--- config.mk ---
export PLATFORM = sky130hd
export DESIGN_NAME = utf8_to_ucs2_line_decoder
export DESIGN_NICKNAME = d
export VERILOG_FILES = /design/src/hdl/utfl_pkg.sv /design/src/hdl/utfl_ram.sv /design/src/hdl/utfl_front.sv /design/src/hdl/utfl_queue.sv /design/src/hdl/utfl_back.sv /design/src/hdl/utf8_to_ucs2_line_decoder.sv
export SDC_FILE = /design/constraint.sdc
export NUM_CORES = 1
export LEC_CHECK = 0
export BUFFER_PORTS_ARGS = -buffer_cell sky130_fd_sc_hd__buf_2
export CORE_ASPECT_RATIO = 1.4
export CORE_UTILIZATION = 45
export CTS_BUF_LIST = sky130_fd_sc_hd__clkbuf_8
export CTS_CLUSTER_SIZE = 40
export DETAILED_ROUTE_END_ITERATION = 16
export GPL_ROUTABILITY_DRIVEN = 0
export PLACE_DENSITY = 0.64
export SLEW_MARGIN = 10
export SYNTH_ARGS = -nofsm -noshare
export SYNTH_HDL_FRONTEND = slang
export SYNTH_SLANG_ARGS = --single-unit
--- constraint.sdc ---
create_clock -name clk -period 5 [get_ports clk]
set_clock_uncertainty 0.15 [all_clocks]
set_input_delay 0.25 -clock clk [delete_from_list [all_inputs] [get_ports clk]]
set_output_delay 0.25 -clock clk [all_outputs]
set_load 0.01 [all_outputs]
--- src/hdl/utfl_pkg.sv ---
// Shared types and constants for the UTF-8 to UCS-2 line decoder.
package utfl_pkg;

    localparam int MAX_CHARS_DEFAULT = 64;
    localparam int COUNT_W           = 6;
    localparam int QUEUE_DEPTH       = 4;

    localparam logic [7:0] ASCII_LIMIT = 8'h80;
    localparam logic [7:0] LEAD2_MASK  = 8'hE0;
    localparam logic [7:0] LEAD2_CODE  = 8'hC0;
    localparam logic [7:0] LEAD3_MASK  = 8'hF0;
    localparam logic [7:0] LEAD3_CODE  = 8'hE0;
    localparam logic [7:0] LEAD2_DATA  = 8'h1F;
    localparam logic [7:0] LEAD3_DATA  = 8'h0F;
    localparam logic [7:0] CONT_DATA   = 8'h3F;

    localparam logic [15:0] CHAR_LF      = 16'h000A;
    localparam logic [15:0] CHAR_CR      = 16'h000D;
    localparam logic [15:0] HEBREW_FIRST = 16'h05B0;
    localparam logic [15:0] HEBREW_LAST  = 16'h05EA;

    // One decoded event handed from the front to the back.
    typedef struct packed {
        logic        is_end;
        logic [15:0] cu;
    } evt_t;

endpackage

--- src/hdl/utfl_ram.sv ---
// Generic single-write, single-read RAM with registered read data.
module utfl_ram #(
    parameter int WIDTH = 1,
    parameter int DEPTH = 64
) (
    input  logic                     clk,
    input  logic                     we,
    input  logic [$clog2(DEPTH)-1:0] waddr,
    input  logic [WIDTH-1:0]         wdata,
    input  logic                     re,
    input  logic [$clog2(DEPTH)-1:0] raddr,
    output logic [WIDTH-1:0]         rdata
);

    logic [WIDTH-1:0] mem [DEPTH];
    logic [WIDTH-1:0] rdata_reg;

    always_ff @(posedge clk)
    begin
        if (we)
        begin
            mem[waddr] <= wdata;
        end
        if (re)
        begin
            rdata_reg <= mem[raddr];
        end
    end

    assign rdata = rdata_reg;

endmodule

--- src/hdl/utfl_front.sv ---
// Byte intake: UTF-8 sequence assembly, capacity limit and event generation.
module utfl_front #(
    parameter int MAX_CHARS = utfl_pkg::MAX_CHARS_DEFAULT
) (
    input  logic           clk,
    input  logic           rst_n,
    input  logic [7:0]     msg_byte,
    input  logic           msg_valid,
    output logic           msg_stall,
    input  logic           full,
    output logic           push,
    output utfl_pkg::evt_t push_evt
);

    localparam logic [utfl_pkg::COUNT_W-1:0] CAP = utfl_pkg::COUNT_W'(MAX_CHARS - 1);

    logic [7:0]                  lead_reg, lead_next;
    logic [7:0]                  cont_reg, cont_next;
    logic [1:0]                  need_reg, need_next;
    logic                        len3_reg, len3_next;
    logic [utfl_pkg::COUNT_W-1:0] total_reg, total_next;
    logic                        pend_end_reg, pend_end_next;

    logic        accept;
    logic [15:0] cu2;
    logic [15:0] cu3;

    assign msg_stall = full | pend_end_reg;
    assign accept    = msg_valid & ~msg_stall;

    assign cu2 = {5'b0, lead_reg[4:0] & utfl_pkg::LEAD2_DATA[4:0],
                  msg_byte[5:0] & utfl_pkg::CONT_DATA[5:0]};
    assign cu3 = {lead_reg[3:0] & utfl_pkg::LEAD3_DATA[3:0],
                  cont_reg[5:0] & utfl_pkg::CONT_DATA[5:0],
                  msg_byte[5:0] & utfl_pkg::CONT_DATA[5:0]};

    always_comb
    begin
        lead_next     = lead_reg;
        cont_next     = cont_reg;
        need_next     = need_reg;
        len3_next     = len3_reg;
        total_next    = total_reg;
        pend_end_next = pend_end_reg;
        push          = 1'b0;
        push_evt      = '{is_end: 1'b0, cu: 16'h0000};

        if (pend_end_reg)
        begin
            if (!full)
            begin
                push          = 1'b1;
                push_evt      = '{is_end: 1'b1, cu: 16'h0000};
                pend_end_next = 1'b0;
            end
        end
        else if (accept)
        begin
            if (msg_byte == 8'h00)
            begin
                // cut three-byte sequence: an ASCII first continuation survives
                if (need_reg == 2'd1 && len3_reg && cont_reg < utfl_pkg::ASCII_LIMIT)
                begin
                    push_evt      = '{is_end: 1'b0, cu: {8'h00, cont_reg}};
                    pend_end_next = 1'b1;
                end
                else
                begin
                    push_evt = '{is_end: 1'b1, cu: 16'h0000};
                end
                push       = 1'b1;
                lead_next  = 8'h00;
                cont_next  = 8'h00;
                need_next  = 2'd0;
                len3_next  = 1'b0;
                total_next = '0;
            end
            else if (total_reg < CAP)
            begin
                if (need_reg == 2'd0)
                begin
                    if (msg_byte < utfl_pkg::ASCII_LIMIT)
                    begin
                        push       = 1'b1;
                        push_evt   = '{is_end: 1'b0, cu: {8'h00, msg_byte}};
                        total_next = total_reg + 1'b1;
                    end
                    else if ((msg_byte & utfl_pkg::LEAD2_MASK) == utfl_pkg::LEAD2_CODE)
                    begin
                        lead_next = msg_byte;
                        need_next = 2'd1;
                        len3_next = 1'b0;
                    end
                    else if ((msg_byte & utfl_pkg::LEAD3_MASK) == utfl_pkg::LEAD3_CODE)
                    begin
                        lead_next = msg_byte;
                        need_next = 2'd2;
                        len3_next = 1'b1;
                    end
                end
                else if (!len3_reg)
                begin
                    need_next  = 2'd0;
                    push       = 1'b1;
                    push_evt   = '{is_end: 1'b0, cu: cu2};
                    total_next = total_reg + 1'b1;
                end
                else if (need_reg == 2'd2)
                begin
                    cont_next = msg_byte;
                    need_next = 2'd1;
                end
                else
                begin
                    need_next  = 2'd0;
                    push       = 1'b1;
                    push_evt   = '{is_end: 1'b0, cu: cu3};
                    total_next = total_reg + 1'b1;
                end
            end
        end
    end

    always_ff @(posedge clk or negedge rst_n)
    begin
        if (!rst_n)
        begin
            lead_reg     <= 8'h00;
            cont_reg     <= 8'h00;
            need_reg     <= 2'd0;
            len3_reg     <= 1'b0;
            total_reg    <= '0;
            pend_end_reg <= 1'b0;
        end
        else
        begin
            lead_reg     <= lead_next;
            cont_reg     <= cont_next;
            need_reg     <= need_next;
            len3_reg     <= len3_next;
            total_reg    <= total_next;
            pend_end_reg <= pend_end_next;
        end
    end

endmodule

--- src/hdl/utfl_queue.sv ---
// Short event queue between the front and the back.
module utfl_queue (
    input  logic           clk,
    input  logic           rst_n,
    input  logic           push,
    input  utfl_pkg::evt_t push_evt,
    output logic           full,
    input  logic           pop,
    output logic           head_valid,
    output utfl_pkg::evt_t head_evt
);

    localparam int PW = $clog2(utfl_pkg::QUEUE_DEPTH);

    utfl_pkg::evt_t slot [utfl_pkg::QUEUE_DEPTH];

    logic [PW-1:0] wr_ptr_reg, wr_ptr_next;
    logic [PW-1:0] rd_ptr_reg, rd_ptr_next;
    logic [PW:0]   count_reg, count_next;
    logic          do_push;
    logic          do_pop;

    assign full       = (count_reg == (PW+1)'(utfl_pkg::QUEUE_DEPTH));
    assign head_valid = (count_reg != '0);
    assign head_evt   = slot[rd_ptr_reg];
    assign do_push    = push & ~full;
    assign do_pop     = pop & head_valid;

    always_comb
    begin
        wr_ptr_next = do_push ? wr_ptr_reg + 1'b1 : wr_ptr_reg;
        rd_ptr_next = do_pop ? rd_ptr_reg + 1'b1 : rd_ptr_reg;
        count_next  = count_reg;
        if (do_push && !do_pop)
        begin
            count_next = count_reg + 1'b1;
        end
        else if (!do_push && do_pop)
        begin
            count_next = count_reg - 1'b1;
        end
    end

    always_ff @(posedge clk)
    begin
        if (do_push)
        begin
            slot[wr_ptr_reg] <= push_evt;
        end
    end

    always_ff @(posedge clk or negedge rst_n)
    begin
        if (!rst_n)
        begin
            wr_ptr_reg <= '0;
            rd_ptr_reg <= '0;
            count_reg  <= '0;
        end
        else
        begin
            wr_ptr_reg <= wr_ptr_next;
            rd_ptr_reg <= rd_ptr_next;
            count_reg  <= count_next;
        end
    end

endmodule

--- src/hdl/utfl_back.sv ---
// Event execution: line-break holding, release, statistics and result register.
module utfl_back #(
    parameter int MAX_CHARS = utfl_pkg::MAX_CHARS_DEFAULT
) (
    input  logic                          clk,
    input  logic                          rst_n,
    input  logic                          head_valid,
    input  utfl_pkg::evt_t                head_evt,
    output logic                          pop,
    output logic                          result_valid,
    input  logic                          result_stall,
    output logic [15:0]                   code_unit,
    output logic                          is_last,
    output logic                          is_hebrew,
    output logic [utfl_pkg::COUNT_W-1:0]  char_count
);

    localparam int AW = $clog2(MAX_CHARS);
    localparam int CW = utfl_pkg::COUNT_W;

    typedef enum logic [1:0] {
        S_IDLE    = 2'b01,
        S_RELEASE = 2'b10
    } state_t;

    state_t        state_reg, state_next;
    logic [CW-1:0] held_reg, held_next;
    logic [CW-1:0] emitted_reg, emitted_next;
    logic          hebrew_reg, hebrew_next;
    logic [CW-1:0] rd_idx_reg, rd_idx_next;

    logic          out_valid_reg, out_valid_next;
    logic [15:0]   out_cu_reg, out_cu_next;
    logic          out_last_reg, out_last_next;
    logic          out_heb_reg, out_heb_next;
    logic [CW-1:0] out_cnt_reg, out_cnt_next;

    logic          out_free;
    logic          is_break;
    logic          in_hebrew;
    logic          ram_we;
    logic          ram_re;
    logic [AW-1:0] ram_raddr;
    logic          ram_rdata;
    logic [CW-1:0] rd_idx_inc;

    assign out_free   = ~out_valid_reg | ~result_stall;
    assign is_break   = (head_evt.cu == utfl_pkg::CHAR_LF) | (head_evt.cu == utfl_pkg::CHAR_CR);
    assign in_hebrew  = (head_evt.cu >= utfl_pkg::HEBREW_FIRST) &
                        (head_evt.cu <= utfl_pkg::HEBREW_LAST);
    assign rd_idx_inc = rd_idx_reg + 1'b1;

    // one bit per held break: 1 for CR, 0 for LF
    utfl_ram #(
        .WIDTH(1),
        .DEPTH(MAX_CHARS)
    ) u_break_ram (
        .clk   (clk),
        .we    (ram_we),
        .waddr (held_reg[AW-1:0]),
        .wdata (head_evt.cu == utfl_pkg::CHAR_CR),
        .re    (ram_re),
        .raddr (ram_raddr),
        .rdata (ram_rdata)
    );

    always_comb
    begin
        state_next     = state_reg;
        held_next      = held_reg;
        emitted_next   = emitted_reg;
        hebrew_next    = hebrew_reg;
        rd_idx_next    = rd_idx_reg;
        out_valid_next = out_valid_reg & result_stall;
        out_cu_next    = out_cu_reg;
        out_last_next  = out_last_reg;
        out_heb_next   = out_heb_reg;
        out_cnt_next   = out_cnt_reg;
        pop            = 1'b0;
        ram_we         = 1'b0;
        ram_re         = 1'b0;
        ram_raddr      = '0;

        unique case (state_reg)
            S_IDLE:
            begin
                if (head_valid)
                begin
                    if (head_evt.is_end)
                    begin
                        if (out_free)
                        begin
                            out_valid_next = 1'b1;
                            out_cu_next    = 16'h0000;
                            out_last_next  = 1'b1;
                            out_heb_next   = hebrew_reg;
                            out_cnt_next   = emitted_reg;
                            pop            = 1'b1;
                            held_next      = '0;
                            emitted_next   = '0;
                            hebrew_next    = 1'b0;
                        end
                    end
                    else if (is_break)
                    begin
                        ram_we    = 1'b1;
                        held_next = held_reg + 1'b1;
                        pop       = 1'b1;
                    end
                    else if (held_reg != '0)
                    begin
                        // prefetch the first held break
                        ram_re      = 1'b1;
                        ram_raddr   = '0;
                        rd_idx_next = '0;
                        state_next  = S_RELEASE;
                    end
                    else if (out_free)
                    begin
                        out_valid_next = 1'b1;
                        out_cu_next    = head_evt.cu;
                        out_last_next  = 1'b0;
                        out_heb_next   = 1'b0;
                        out_cnt_next   = '0;
                        pop            = 1'b1;
                        emitted_next   = emitted_reg + 1'b1;
                        hebrew_next    = hebrew_reg | in_hebrew;
                    end
                end
            end
            S_RELEASE:
            begin
                if (out_free)
                begin
                    out_valid_next = 1'b1;
                    out_cu_next    = ram_rdata ? utfl_pkg::CHAR_CR : utfl_pkg::CHAR_LF;
                    out_last_next  = 1'b0;
                    out_heb_next   = 1'b0;
                    out_cnt_next   = '0;
                    emitted_next   = emitted_reg + 1'b1;
                    if (rd_idx_inc == held_reg)
                    begin
                        held_next  = '0;
                        state_next = S_IDLE;
                    end
                    else
                    begin
                        ram_re      = 1'b1;
                        ram_raddr   = rd_idx_inc[AW-1:0];
                        rd_idx_next = rd_idx_inc;
                    end
                end
            end
            default:
            begin
                state_next = S_IDLE;
            end
        endcase
    end

    always_ff @(posedge clk or negedge rst_n)
    begin
        if (!rst_n)
        begin
            state_reg     <= S_IDLE;
            held_reg      <= '0;
            emitted_reg   <= '0;
            hebrew_reg    <= 1'b0;
            rd_idx_reg    <= '0;
            out_valid_reg <= 1'b0;
        end
        else
        begin
            state_reg     <= state_next;
            held_reg      <= held_next;
            emitted_reg   <= emitted_next;
            hebrew_reg    <= hebrew_next;
            rd_idx_reg    <= rd_idx_next;
            out_valid_reg <= out_valid_next;
        end
    end

    always_ff @(posedge clk)
    begin
        out_cu_reg   <= out_cu_next;
        out_last_reg <= out_last_next;
        out_heb_reg  <= out_heb_next;
        out_cnt_reg  <= out_cnt_next;
    end

    assign result_valid = out_valid_reg;
    assign code_unit    = out_cu_reg;
    assign is_last      = out_last_reg;
    assign is_hebrew    = out_heb_reg;
    assign char_count   = out_cnt_reg;

endmodule

--- src/hdl/utf8_to_ucs2_line_decoder.sv ---
// Top level of the UTF-8 to UCS-2 line decoder.
// Takes one message byte per cycle on msg_valid/msg_stall and returns 16-bit
// code units on result_valid/result_stall, one word per kept character and a
// final word with is_last, the kept-character count and the Hebrew flag. The
// front decodes 1- to 3-byte sequences and feeds a four-entry event queue; the
// back holds CR/LF characters in a small break RAM and releases them ahead of
// the next ordinary character, dropping any still held at the terminator.
// Bytes go in at one per cycle while the queue has room and no end is pending.
// Releasing held breaks starts with a RAM read of the first one, then sends
// them out in order; a terminator after a cut three-byte sequence with an
// ASCII first continuation pushes that character, then the end event.
// At most MAX_CHARS-1 characters are kept per message.
module utf8_to_ucs2_line_decoder #(
    parameter int MAX_CHARS = utfl_pkg::MAX_CHARS_DEFAULT
) (
    input  logic                         clk,
    input  logic                         rst_n,
    input  logic [7:0]                   msg_byte,
    input  logic                         msg_valid,
    output logic                         msg_stall,
    output logic [15:0]                  code_unit,
    output logic                         is_last,
    output logic                         is_hebrew,
    output logic [utfl_pkg::COUNT_W-1:0] char_count,
    output logic                         result_valid,
    input  logic                         result_stall
);

    logic           push;
    utfl_pkg::evt_t push_evt;
    logic           full;
    logic           pop;
    logic           head_valid;
    utfl_pkg::evt_t head_evt;

    utfl_front #(
        .MAX_CHARS(MAX_CHARS)
    ) u_front (
        .clk       (clk),
        .rst_n     (rst_n),
        .msg_byte  (msg_byte),
        .msg_valid (msg_valid),
        .msg_stall (msg_stall),
        .full      (full),
        .push      (push),
        .push_evt  (push_evt)
    );

    utfl_queue u_queue (
        .clk        (clk),
        .rst_n      (rst_n),
        .push       (push),
        .push_evt   (push_evt),
        .full       (full),
        .pop        (pop),
        .head_valid (head_valid),
        .head_evt   (head_evt)
    );

    utfl_back #(
        .MAX_CHARS(MAX_CHARS)
    ) u_back (
        .clk          (clk),
        .rst_n        (rst_n),
        .head_valid   (head_valid),
        .head_evt     (head_evt),
        .pop          (pop),
        .result_valid (result_valid),
        .result_stall (result_stall),
        .code_unit    (code_unit),
        .is_last      (is_last),
        .is_hebrew    (is_hebrew),
        .char_count   (char_count)
    );

endmodule
==> impl_metrics.env <==
export IMPL_final_min_clock_period_ps=3910
export IMPL_crit_path_end_kind="register"
export IMPL_yosysMostFrequentCell="edfxtp_1"
export IMPL_status="finished clean"
export IMPL_vias=6364
export IMPL_synthTopCellsByArea="edfxtp_1, dfrtp_1, mux4_2, nor2_1, mux2_2"
export IMPL_dieWidth_um=127
export IMPL_cts_tree="done"
export IMPL_grt_use_total_pct=19.8
export IMPL_yosys_top_cells_count="edfxtp_1, nor2_1, nand2_1"
export IMPL_rrSetupSlack_ps=1090
export IMPL_syn_area_per_cell_um2=12.9
export IMPL_worstSetupStartpointType="register"
export IMPL_drive_gt1_share_pct=18.2
export IMPL_rsz0062_at_grt="false"
export IMPL_start_util_pct=46.0
export IMPL_path_clk_slew_ps=70
export IMPL_yosysWarnings=0
export IMPL_synth_edf_count=157
export IMPL_async_reset_ff_share_pct=24.9
export IMPL_portBuffers=37
export IMPL_die_height_um=177
export IMPL_slew_headroom_pct=27.5
export IMPL_vias_per_cell=5.76
export IMPL_num_fill_cells=1848
export IMPL_grt_max_degree=65
export IMPL_multiInputGateArea_um2=3540
export IMPL_worst_slew_pin_transition_ps=1080
export IMPL_ys_seq_area_share_pct=61.5
export IMPL_regArea_um2=6020
export IMPL_tns_ps=0
export IMPL_peakVddDrop_mv=0.352
export IMPL_pre_cts_ws_ps=1030
export IMPL_num_rows=63
export IMPL_grt_pass1_vias=6675
export IMPL_largest_register="u_queue.slot"
export IMPL_arrival_ps=4150
export IMPL_leakagePower_nw=3.82
export IMPL_crit_type="reg -> reg"
export IMPL_synth_top_area_share_pct=48.2
export IMPL_synth_seq_cells=209
export IMPL_syn_nets=786
export IMPL_syn_area_um2=9790
export IMPL_drt_wl_total_mm=21.1
export IMPL_first_pass_iters=5
export IMPL_cap_violations=0
export IMPL_grt_pass1_wl_mm=34.2
export IMPL_root_buffer="clkbuf_8"
export IMPL_core_area_um2=21300
export IMPL_ys_types=69
export IMPL_pin_count=38
export IMPL_finalMaxSlewViolations=0
export IMPL_cts_max_path_buffers=3
export IMPL_power_density_nw_per_um2=557
export IMPL_insertedDiodeCount=0
export IMPL_h_tree_depth=2
export IMPL_fin_ws_ps=1090
export IMPL_required_ps=5240
export IMPL_drc=0
export IMPL_nets=845
export IMPL_synth_flop_cell="edfxtp_1"
export IMPL_finalSetupViolCount=0
export IMPL_drt_iter0_drc=359
export IMPL_largest_reg_flops=68
export IMPL_layout_worst_path_cycle_share_pct=78.2
export IMPL_grt_ovfl_total=0
export IMPL_synthToLayoutAreaGrowth_pct=12.0
export IMPL_antenna_left=0
export IMPL_antenna_found_initial=0
export IMPL_hpwl_mm=14.6
export IMPL_cts_inserted_buffers=34
export IMPL_crit_fanout=11
export IMPL_post_synth_top_area_cell="edfxtp_1"
export IMPL_clock_sinks=209
export IMPL_avgRoutedWirePerCell_um=19.1
export IMPL_synthCells=761
export IMPL_clock_latency_ps=510
export IMPL_fmax_mhz=256
export IMPL_hp_class="in -> reg"
export IMPL_die_area_um2=22400
export IMPL_hold_viol_final=0
## logic make-up (layout without fill, tap and decap cells)
kind of cell	after synthesis	count (layout)	share of synthesized area [%]
AOI/OAI and AO/OA	130	130	9.48
DFF	209	209	61.5
and+or+nand+nor	269	269	12.9
xor gates and xnor gates	24	24	2.29
muxes	61	61	9.75
adders and majority gates	13	13	1.74
buffers and inverters	55	138	2.39
## worst max-delay path: stages, from the launching register on
cell,delay [ps]
dfrtp_1,750
mux4_2,610
nor4_2,430
nand4_1,280
nor3_2,360
o21ai_1,190
ha_1,260
inv_1,90
fa_1,390
mux2_2,270
## power by group
part | leakage, nW | total, W | internal [W] | switching [W]
Combinational | 1.48 | 0.00202 | 0.000834 | 0.00119
Clock | 0.351 | 0.00142 | 0.000757 | 0.000658
Sequential | 1.99 | 0.00267 | 0.00235 | 0.000320
Total | 3.82 | 0.00611 | 0.00394 | 0.00217
## layout make-up
type	instances	share of cell area (%)
multi-input cells	497	32.3
repair buffers	58	3.33
flip-flops and latches	209	54.9
clock inverters	25	1.46
well taps	260	2.97
inverters	20	0.685
clock buffers	35	4.39
## placed cells by master, fill, tap and decap left out, drive strengths merged, types with 6 or more instances in the layout
cell type / n
edfxtp: 157
nor2: 112
nand2: 58
dfrtp: 51
buf: 49
o21ai: 38
clkbuf: 35
inv: 27
and2: 26
mux4: 25
nand3: 22
mux2: 22
a21oi: 17
mux2i: 14
clkinv: 14
xnor2: 13
o31ai: 12
ha: 12
a22o: 11
xor2: 10
dlygate4sd3: 9
nor3: 9
a21o: 7
nor2b: 6
nand2b: 6
o41ai: 6
## worst paths after layout
check                                               endpoint  cells past startpoint                               from
setup / recovery            u_queue.count_reg[1]$_DFFE_PN0P_                      9  u_queue.rd_ptr_reg[0]$_DFFE_PN0P_
hold / removal              u_front.total_reg[4]$_DFFE_PN0P_                      4                          msg_valid
setup reg to reg            u_queue.count_reg[1]$_DFFE_PN0P_                      9  u_queue.rd_ptr_reg[0]$_DFFE_PN0P_
hold reg to reg            u_back.emitted_reg[5]$_DFFE_PN0P_                      1  u_back.emitted_reg[5]$_DFFE_PN0P_
max in group asynchronous   u_back.rd_idx_reg[0]$_DFFE_PN0P_                      3                              rst_n
min in group asynchronous    u_front.lead_reg[2]$_DFFE_PN0P_                      3                              rst_n
## through the flow
step / std cells / hold WS [ps] / util, % / total power, W / area [um2]
6_report: 1104 / 126 / 51.5 / 0.00611 / 11000
5_1_grt: 1104 / 126 / 51.5 / 0.00648 / 11000
4_1_cts: 1104 / 82.6 / 51.5 / 0.00616 / 11000
3_5_place_dp: 1035 / 277 / 48.1 / 0.00473 / 10200
3_3_place_gp: 1035 / 267 / 48.1 / 0.00464 / 10200
2_1_floorplan: 761 / -196 / - / 0.00413 / 9790
## per-layer routing
layer	GRT usage, %	routed length [um]	vias to the layer above
li1	-	-	2955
met1	20.9	7890	3205
met2	38.1	11800	150
met3	3.36	662	54
met4	9.13	778	0
met5	0	0	-
## timing repair
action                    in CTS  in global routing
hold buffers                   9                  0
buffers inserted               0                  0
gates resized for setup        0                  0
hold endpoints to repair      70                  0
Note: power is estimated with default switching activity, not from simulation.
